===== src/sv/sks_pkg.sv =====
package sks_pkg;

  localparam int IDX_W   = 10;
  localparam int KEY_W   = 64;
  localparam int CNT_W   = 11;
  localparam int PROBE_W = 4;

  localparam logic CMD_WRITE  = 1'b0;
  localparam logic CMD_SEARCH = 1'b1;

  typedef enum logic [1:0] {
    S_IDLE,
    S_CHECK,
    S_CMP,
    S_DONE
  } state_t;

  // controller -> datapath
  typedef struct packed {
    logic wr_key;       // store the accepted key at its index
    logic load_search;  // open the range [0, count-1]
    logic probe_rd;     // latch mid and read the table there
    logic probe_upd;    // compare, then record a hit or narrow the range
    logic load_out;     // move the result into the output register
  } cmd_t;

  // datapath -> controller
  typedef struct packed {
    logic range_empty;  // lo > hi
    logic key_eq;       // probe equals the search key
    logic out_free;     // output register can take a word
  } status_t;

endpackage


===== src/sv/sks_ctrl.sv =====
module sks_ctrl (
  input  logic             clk,
  input  logic             rst_n,
  input  logic             in_tvalid,
  input  logic             in_command,
  output logic             in_tready,
  input  sks_pkg::status_t status,
  output sks_pkg::cmd_t    cmd,
  output sks_pkg::state_t  state
);
  import sks_pkg::*;

  state_t state_r;
  state_t state_nxt;
  logic   accept;

  assign accept = in_tvalid && in_tready;
  assign state  = state_r;

  always_ff @(posedge clk) begin
    if (!rst_n) begin
      state_r <= S_IDLE;
    end else begin
      state_r <= state_nxt;
    end
  end

  always_comb begin
    state_nxt = state_r;
    case (state_r)
      S_IDLE: begin
        if (accept && in_command == CMD_SEARCH) state_nxt = S_CHECK;
      end
      S_CHECK: begin
        state_nxt = status.range_empty ? S_DONE : S_CMP;
      end
      S_CMP: begin
        state_nxt = status.key_eq ? S_DONE : S_CHECK;
      end
      S_DONE: begin
        if (status.out_free) state_nxt = S_IDLE;
      end
      default: state_nxt = S_IDLE;
    endcase
  end

  always_comb begin
    in_tready       = 1'b0;
    cmd             = '0;
    case (state_r)
      S_IDLE: begin
        in_tready       = 1'b1;
        cmd.wr_key      = accept && in_command == CMD_WRITE;
        cmd.load_search = accept && in_command == CMD_SEARCH;
      end
      S_CHECK: cmd.probe_rd  = !status.range_empty;
      S_CMP:   cmd.probe_upd = 1'b1;
      S_DONE:  cmd.load_out  = status.out_free;
      default: cmd = '0;
    endcase
  end

endmodule


===== config.mk =====
export PLATFORM = sky130hd
export DESIGN_NAME = sks_ctrl
export DESIGN_NICKNAME = d
export VERILOG_FILES = /design/src/sv/sks_pkg.sv /design/src/sv/sks_ctrl.sv
export SDC_FILE = /design/constraint.sdc
export NUM_CORES = 1
export LEC_CHECK = 0
export BUFFER_PORTS_ARGS = -buffer_cell sky130_fd_sc_hd__buf_2
export CORE_AREA = 4 4 41 43
export DETAILED_ROUTE_END_ITERATION = 12
export DIE_AREA = 0 0 45 47
export GPL_TIMING_DRIVEN = 0
export PLACE_DENSITY_LB_ADDON = 0.12
export SETUP_SLACK_MARGIN = 0.02
export SYNTH_ARGS = -nofsm -noshare
export SYNTH_HDL_FRONTEND = slang
export SYNTH_SLANG_ARGS = --single-unit

===== constraint.sdc =====
create_clock -name clk -period 1.8 [get_ports clk]
set_clock_uncertainty 0.1 [all_clocks]
set_input_delay 0.18 -clock clk [delete_from_list [all_inputs] [get_ports clk]]
set_output_delay 0.18 -clock clk [all_outputs]
set_load 0.01 [all_outputs]

# == Word-level counts from Yosys, hierarchy flattened ==
# Index checks and enable logic that the tools add are counted.
# op_classes
n_eq_ne,5
n_bitwise,1
mux,10
n_reduce_logical,6
# op_table
op,n
two-way mux 2 bit,4
case mux 2 bit (4 select lines),1
two-way mux 1 bit,5
equality test 2 bit (second input constant),2
inequality test 2 bit (second input constant),2
logical AND 1 bit,3
equality test 2 x 1 -> 1 bit (second input constant),1
logical NOT 2 bit,1
AND reduction 2 bit,1
logical NOT 1 bit,1
inverter 1 bit,1
# totals
register_bits,2
inputBits,7

# == Longest topological paths before layout ==
# Gate-level depths: netlist (run 1).
# logic_depth
word_depth,6
ltp_mapped,2
mapped_depth_nobuf,2

# == Worst setup path after synthesis (run 1) ==
# Ideal clock, no wire load.
# synth_path
path_kind,register -> register
startpoint,"register state_r[0], in the netlist state[0]"
endpoint,"register state_r[0], in the netlist state[0]"
path_stages_with_launch,3
arrival_time_ns,0.942
slack_ns,0.613
period_less_slack_ns,1.187
path_cell_list,dfxtp_1 -> nor3b_1 -> a2111oi_2
# synth_via
elab_chain_cells,6
elab_cells_between_ends,11
# synth_rtl
element,line,text
start: declaration,sks_ctrl.sv:13,state_t state_r;
start signal: assignment,sks_ctrl.sv:24,state_r <= state_nxt;
logical NOT 2 bit,"sks_ctrl.sv:30, sks_ctrl.sv:50",
two-way mux 1 bit,sks_ctrl.sv:50,case (state_r)
logical AND 1 bit,sks_ctrl.sv:17,assign accept = in_tvalid && in_tready;
logical AND 1 bit,sks_ctrl.sv:32,if (accept && in_command == CMD_SEARCH) state_nxt = S_CHECK;
inequality test 2 bit (no source line),-,
AND reduction 2 bit (no source line),-,
# Parallel ways exist; a longest one is shown, timed or not.
# A chain may end at the register's enable or synchronous reset.

==> results of run 1 <==
-- cell families after synthesis --
group                  synth area share (%)
DFF                                    31.1
and+or+nand+nor                        42.7
buffers and inverters                  2.91
AOI/OAI and AO/OA                      23.3
-- how the worst max path moves through the flow --
stage             start  slack, ns       end  depth (start not counted)
4_1_cts        state[0]       0.33    cmd[2]                          2
3_3_place_gp   state[0]       0.55    cmd[2]                          2
3_5_place_dp   state[0]       0.58    cmd[2]                          2
2_1_floorplan  state[0]       0.61  state[0]                          2
5_1_grt        state[0]       0.28    cmd[2]                          2
6_report       state[0]       0.32    cmd[2]                          2
-- worst reg2reg max path, cell delays in order (launching register included) --
cell and delay (ns):
dfxtp_1 0.36, and3_4 0.20, a2111oi_2 0.31
-- per-layer routing --
layer,GRT usage [%],up-vias
li1,-,87
met5,0,-
met3,6.51,0
met4,1.75,0
met1,5.43,74
met2,5.65,11
-- per-stage QoR --
stage / hold WS (ns) / std cells / instance area, um2 / utilization [%] / power [uW]
5_1_grt: 0.124 / 46 / 240 / 18.5 / 229
3_3_place_gp: 0.362 / 43 / 218 / 16.7 / 112
4_1_cts: 0.117 / 46 / 240 / 18.5 / 214
3_5_place_dp: 0.349 / 43 / 218 / 16.7 / 111
6_report: 0.118 / 46 / 240 / 18.5 / 206
2_1_floorplan: 0.232 / 14 / 129 / - / 85.1
-- layout make-up --
cell class	instances	area (um2)	area share [%]
clock buffers	3	22.5	9.38
flip-flops and latches	2	40.0	16.7
inverters	1	3.75	1.56
multi-input cells	11	85.1	35.4
repair buffers	14	70.1	29.2
well taps	15	18.8	7.81
-- cell usage after synthesis (all sizes together) --
library cell / number / area [um2]
nor2: 1 / 3.75
dfxtp: 2 / 40.0
nor3b: 1 / 7.51
nand3b: 1 / 7.51
a2111oi: 1 / 15.0
inv: 1 / 3.75
nor4b: 1 / 8.76
a21oi: 1 / 5.00
nor2b: 1 / 6.26
a21bo: 1 / 10.0
nand2: 1 / 3.75
and3: 2 / 17.5
-- power by group through the flow --
stage	logic (uW)	registers [uW]	clock network, uW
5_1_grt	56.6	59.1	113
4_1_cts	53.0	57.8	103
3_3_place_gp	53.1	58.8	0
2_1_floorplan	26.3	58.8	0
6_report	51.7	57.6	96.7
3_5_place_dp	52.9	58.2	0
==> impl_metrics.yaml, run 1 <==
logic_synthesis:
  synthCells: 14
  yosysWarnings: 0
  yosysUniqueCellTypes: 13
  syn_avg_cell_area_um2: 9.21
  ys_seq_elements: 2
  syn_area_um2: 129
  yosysSeqAreaShare_pct: 31.1
  syn-num-nets: 21
clock_network:
  clk_latency_ns: 0.22
  path_clk_slew_ns: 0.03
  clock_sinks: 2
  cts_root_buf: "clkbuf_4"
  hold_buffers: 0
  cts_tree: "done"
  cts_setup_buffers: 0
  htree_levels: 1
  clockBufferDepth: 2
  numCtsBuffers: 3
  cts_resized: 0
setup_path:
  critPathMaxFanout: 8
  slowest_stage: "dfxtp_1"
  r2r_cells: 2
  regToRegStartpoint: "state[1]"
  r2r_slack_ns: 0.74
  critical_path_class: "reg -> out"
  path_buf_inv: 1
  critPathLaunchType: "flop"
  r2r_end: "state[0]"
  cp.required_ns: 1.52
  crit_family: "flip-flops"
  end_kind: "output port"
  max_stage_delay_ns: 0.43
  cp_cell_sequence: "nor3b_1 > buf_2"
  cp.arrival_ns: 1.20
pwr:
  internal_power_uw: 150
  switching_power_uw: 56.1
  p_sw_share_pct: 27.2
  p_clk_share_pct: 47.0
  vdd_drop_max_mv: 0.271
  seq_power_share_pct: 28.0
  power.density_mw_per_mm2: 857
  p_leak_uw: 0.000126
  combPwrFrac_pct: 25.1
hold_path:
  min_to: "state[1]"
  hold_path.class: "in -> reg"
  holdPathStages: 3
  min_from: "rst_n"
routing:
  wl_met2_um: 170
  drt_iter0_drc: 2
  drt_first_pass_iters: 2
  dr_wl_met3_um: 74
  vias_per_cell: 3.74
  drc: 0
  drtAntennaViolNets: 0
  drt_wl_total_um: 434
  routed.top_layer: "met3"
  vias: 172
  wl_per_cell_um: 9.43
  wl_met1_um: 189
die:
  die_width_um: 45
  fp.dieH_um: 47
  row_count: 13
  dieArea_mm2: 0.00212
  core_area_mm2: 0.00130
  start_util_pct: 9.90
  io_pins: 15
global_route:
  gr-total-overflow: 0
  track_usage_pct: 5.05
  antenna_found_initial: 0
  grt_pass1_wl_um: 690
  grt_pass1_vias: 159
  grt_max_degree: 9
layout:
  n_antenna_cell: 0
  largest_reg_flops: 2
  fillerInstances: 161
  drive_above_1_share_pct: 64.5
  mostFrequentLayoutCells: "buf_2, clkbuf_4, dfxtp_1"
  final_common_cell: "buf_2"
  area.growth.synth_to_final_pct: 86.4
  nNetsFinal: 40
placement:
  globalplace.congestion: 0.637
  hpwl_um: 376
  pre_cts_ws_ns: 0.576
  portBuffers: 14
timing:
  relSlewSlack_pct: 77.8
  worst_pin_slew_ns: 0.333
  maxSlewViolCount: 0
  fin_ws_ns: 0.324
  timing.fmax_mhz: 678
  finalSetupViolations: 0
  fin_crit_sh_pct: 82.0
  min_period_ns: 1.48
  rsz0062_at_grt: "no"
  tns_ns: 0
  hold_viol: 0
job:
  drv_cap: 0
status:
  status: "finished, final reports clean"
(Power assumes the default switching activity.)
==> run 2: changes to the inputs <==
clock period = 1.2 ns   (was 1.8 ns; I/O delays follow)
==> impl_metrics.yaml, run 2 (synthesized netlist as in run 1, its figures left out) <==
hold_path:
  min_from: "status[1]"
  hold_path.class: "in -> reg"
pwr:
  power.density_mw_per_mm2: 1080
  vdd_drop_max_mv: 0.667
  p_leak_uw: 0.000168
setup_path:
  critPathLaunchType: "flop"
  slowest_stage: "dfxtp_4"
  max_stage_delay_ns: 0.37
  cp.arrival_ns: 1.00
  path_buf_inv: 1
  regToRegStartpoint: "state[0]"
  critPathMaxFanout: 6
  cp_cell_sequence: "nor4b_4 > buf_2"
  cp.required_ns: 0.98
  crit_family: "flip-flops"
  crit_start: "state[1]"
  end_kind: "output port"
  critical_path_class: "reg -> out"
clock_network:
  numCtsBuffers: 3
  clk_latency_ns: 0.22
  clockBufferDepth: 2
  clock_sinks: 2
  cts_tree: "done"
  htree_levels: 1
  hold_buffers: 0
  cts_root_buf: "clkbuf_4"
  path_clk_slew_ns: 0.03
layout:
  mostFrequentLayoutCells: "buf_2, buf_4, clkbuf_4"
  area.growth.synth_to_final_pct: 165
  design_area_um2: 342
  multi_input_area_um2: 131
  n_antenna_cell: 0
  final_core_util_pct: 26.3
  final_cells: 51
  final_common_cell: "buf_2"
  largest_reg_flops: 2
  drive_above_1_share_pct: 83.3
  seq_area_um2: 47.5
  fillerInstances: 156
  nNetsFinal: 45
die:
  start_util_pct: 9.90
  core_area_mm2: 0.00130
  fp.dieH_um: 47
  dieArea_mm2: 0.00212
  io_pins: 15
  row_count: 13
  die_width_um: 45
placement:
  place_area_um2: 223
  hpwl_um: 351
  portBuffers: 14
  pre_cts_ws_ns: 0.0853
  dp_cells: 43
  globalplace.congestion: 0.704
routing:
  drt_first_pass_iters: 4
  vias: 198
  wl_per_cell_um: 10.6
  vias_per_cell: 3.88
  drt_wl_total_um: 543
  drt_iter0_drc: 2
  drtAntennaViolNets: 0
  drc: 0
global_route:
  track_usage_pct: 6.62
  grt_max_degree: 7
  antenna_found_initial: 0
  gr-total-overflow: 0
  grt_pass1_wl_um: 910
  grt_pass1_vias: 208
status:
  violations: "negative setup slack"
  status: "complete, but fails checks"
timing:
  fin_ws_ns: -0.0242
  finalSetupViolations: 2
  timing.fmax_mhz: 817
  worst_pin_slew_ns: 0.216
  hold_viol: 0
  rsz0062_at_grt: "yes"
  maxSlewViolCount: 0
  fin_crit_sh_pct: 102
  min_period_ns: 1.22
  relSlewSlack_pct: 85.6
job:
  drv_cap: 0
==> run 2: cell types whose count changed in the layout (fill, tap and decap cells not counted), moves of 2 or more <==
cell,change
dfxtp_4,+2
buf_4,+4
buf_6,+2
dfxtp_1,-2
==> run 2: report_power, final <==
group | internal (uW) | leakage [uW] | switching (uW)
Sequential | 75.2 | 0.0000178 | 19.1
Clock | 110 | 0.0000138 | 36.1
Combinational | 77.7 | 0.000136 | 51.8
==> run 2: worst min-delay path, stage by stage <==
cell      delay, ns
buf_2          0.10
nand3b_1       0.07
a21oi_1        0.06
==> run 2: worst paths after layout <==
| check | endpoint | slack (ns) | cells past startpoint |
|---|---|---|---|
| max | cmd[4] | -0.02 | 2 |
| min | state[1] | 0.07 | 3 |
| max reg2reg | state[0] | 0.06 | 4 |
| min reg2reg | state[0] | 0.57 | 3 |
==> run 2: layout make-up <==
class	count	area share, %
well taps	15	5.49
repair buffers	19	34.4
multi-input cells	11	38.5
clock buffers	3	6.59
flip-flops and latches	2	13.9
inverters	1	1.10
==> run 2: metal layers <==
metal	routed length, um	global-route usage, %	up-vias
li1	-	-	99
met1	200	5.87	85
met2	251	9.89	14
met3	91	7.66	0
met4	0	1.75	0
met5	0	0	-
==> run 2: repair_timing <==
| item | CTS | global route |
|---|---|---|
| buffers inserted | 4 | 1 |
| gates resized for setup | 9 | 3 |
| endpoints found under the setup margin | 6 | 5 |
| cloned | 0 | 0 |
| pin swaps | 3 | 1 |
==> run 2: per-stage QoR <==
step,hold WS [ns],setup TNS [ns],total power (uW)
after floorplan,0.172,0,129
after global placement,0.304,0,169
after detailed placement,0.296,0,168
after CTS,0.0462,-0.0137,366
after global routing,0.0692,-0.230,411
final,0.0703,-0.0248,370
==> run 3: changes to the inputs <==
clock period = 1.29 ns   (was 1.2 ns; I/O delays follow)
==> impl_metrics.yaml, run 3 (synthesized netlist as in run 1, its figures left out) <==
clock_network:
  cts_root_buf: "clkbuf_4"
  cts_tree: "done"
  hold_buffers: 0
  clock_sinks: 2
  htree_levels: 1
  numCtsBuffers: 3
  clk_latency_ns: 0.22
  clockBufferDepth: 2
  path_clk_slew_ns: 0.03
setup_path:
  cp_cell_sequence: "nor3b_4 > buf_2"
  crit_family: "flip-flops"
  cp.required_ns: 1.06
  regToRegStartpoint: "state[1]"
  crit_start: "state[0]"
  cp.arrival_ns: 1.00
  max_stage_delay_ns: 0.39
  path_buf_inv: 1
  r2r_slack_ns: 0.23
  r2r_end: "state[0]"
  critPathLaunchType: "flop"
  end_kind: "output port"
  critical_path_class: "reg -> out"
  critPathMaxFanout: 8
  r2r_cells: 2
  worst-path-stages: 2
  endpoint: "cmd[2]"
  slowest_stage: "dfxtp_4"
timing:
  hold_viol: 0
  maxSlewViolCount: 0
  worst_pin_slew_ns: 0.246
  rsz0062_at_grt: "yes"
  fin_crit_sh_pct: 95.5
  relSlewSlack_pct: 83.6
  tns_ns: 0
  min_period_ns: 1.23
  timing.fmax_mhz: 812
  finalSetupViolations: 0
global_route:
  track_usage_pct: 5.68
  grt_max_degree: 9
  antenna_found_initial: 0
  gr-total-overflow: 0
  grt_pass1_wl_um: 793
  grt_pass1_vias: 188
placement:
  portBuffers: 14
  dp_cells: 43
  globalplace.congestion: 0.637
  hpwl_um: 376
layout:
  final_common_cell: "buf_2"
  n_antenna_cell: 0
  mostFrequentLayoutCells: "buf_2, clkbuf_4, dfxtp_4"
  area.growth.synth_to_final_pct: 117
  final_cells: 47
  final_core_util_pct: 21.5
  drive_above_1_share_pct: 81.3
  largest_reg_flops: 2
  nNetsFinal: 41
routing:
  vias_per_cell: 3.79
  drt_iter0_drc: 0
  drt_wl_total_um: 488
  drc: 0
  vias: 178
  drtAntennaViolNets: 0
  wl_per_cell_um: 10.4
  drt_first_pass_iters: 1
pwr:
  vdd_drop_max_mv: 0.424
  p_total_uw: 307
  p_leak_uw: 0.000140
  power.density_mw_per_mm2: 1100
die:
  start_util_pct: 9.90
  io_pins: 15
  fp.dieH_um: 47
  row_count: 13
  die_width_um: 45
  core_area_mm2: 0.00130
  dieArea_mm2: 0.00212
status:
  status: "finished, final reports clean"
job:
  drv_cap: 0
hold_path:
  hold_path.class: "in -> reg"
## run 3: cell count changes in the layout (fill, tap and decap cells not counted), sizes merged
cell,change
buf,-4
## run 3: power by group
part | internal [uW] | switching, uW
clock | 102 | 32.5
sequential | 69.9 | 17.4
combinational | 48.6 | 36.7
total | 221 | 86.5
## run 3: how the worst min path moves through the flow
stage	from	to	slack, ns	depth (start not counted)
2_1_floorplan	rst_n	state[1]	0.18	2
3_3_place_gp	rst_n	state[1]	0.31	3
3_5_place_dp	rst_n	state[1]	0.30	3
4_1_cts	rst_n	state[1]	0.06	3
5_1_grt	rst_n	state[1]	0.06	3
6_report	rst_n	state[1]	0.06	3
## run 3: worst register-to-register path: cells and delay by family, from the launching register on
kind            cells  cell delay [ns]
flops               1             0.37
simple gates        1             0.18
compound gates      1             0.31
## run 3: final cells by class
cell class                 count  area, um2
fill                         162       1020
multi-input combinational     11        110
timing repair buffer          15       77.6
sequential                     2       47.5
clock buffer                   3       22.5
tap                           15       18.8
inverter                       1       3.75
## run 3: timing repair
| action | 4_1_cts | 5_1_grt |
|---|---|---|
| gates resized for setup | 5 | 4 |
| endpoints found under the setup margin | 3 | 3 |
| pin swaps | 0 | 1 |
| setup buffers | 0 | 1 |
| gates cloned | 0 | 0 |
## run 3: layer usage
metal	global-route usage, %	share of wire [%]	vias to the layer above
li1	-	-	90
met1	5.43	39	77
met2	7.91	45	11
met3	6.51	15	0
met4	1.75	0	0
met5	0	0	-
## run 3: metrics by stage
step	setup slack [ns]	instance area [um2]	hold slack [ns]
5_1_grt	0.00148	280	0.0634
4_1_cts	0.0241	256	0.0628
2_1_floorplan	0.103	129	0.181
6_report	0.0584	280	0.0623
3_5_place_dp	0.117	218	0.298
3_3_place_gp	0.0905	218	0.311
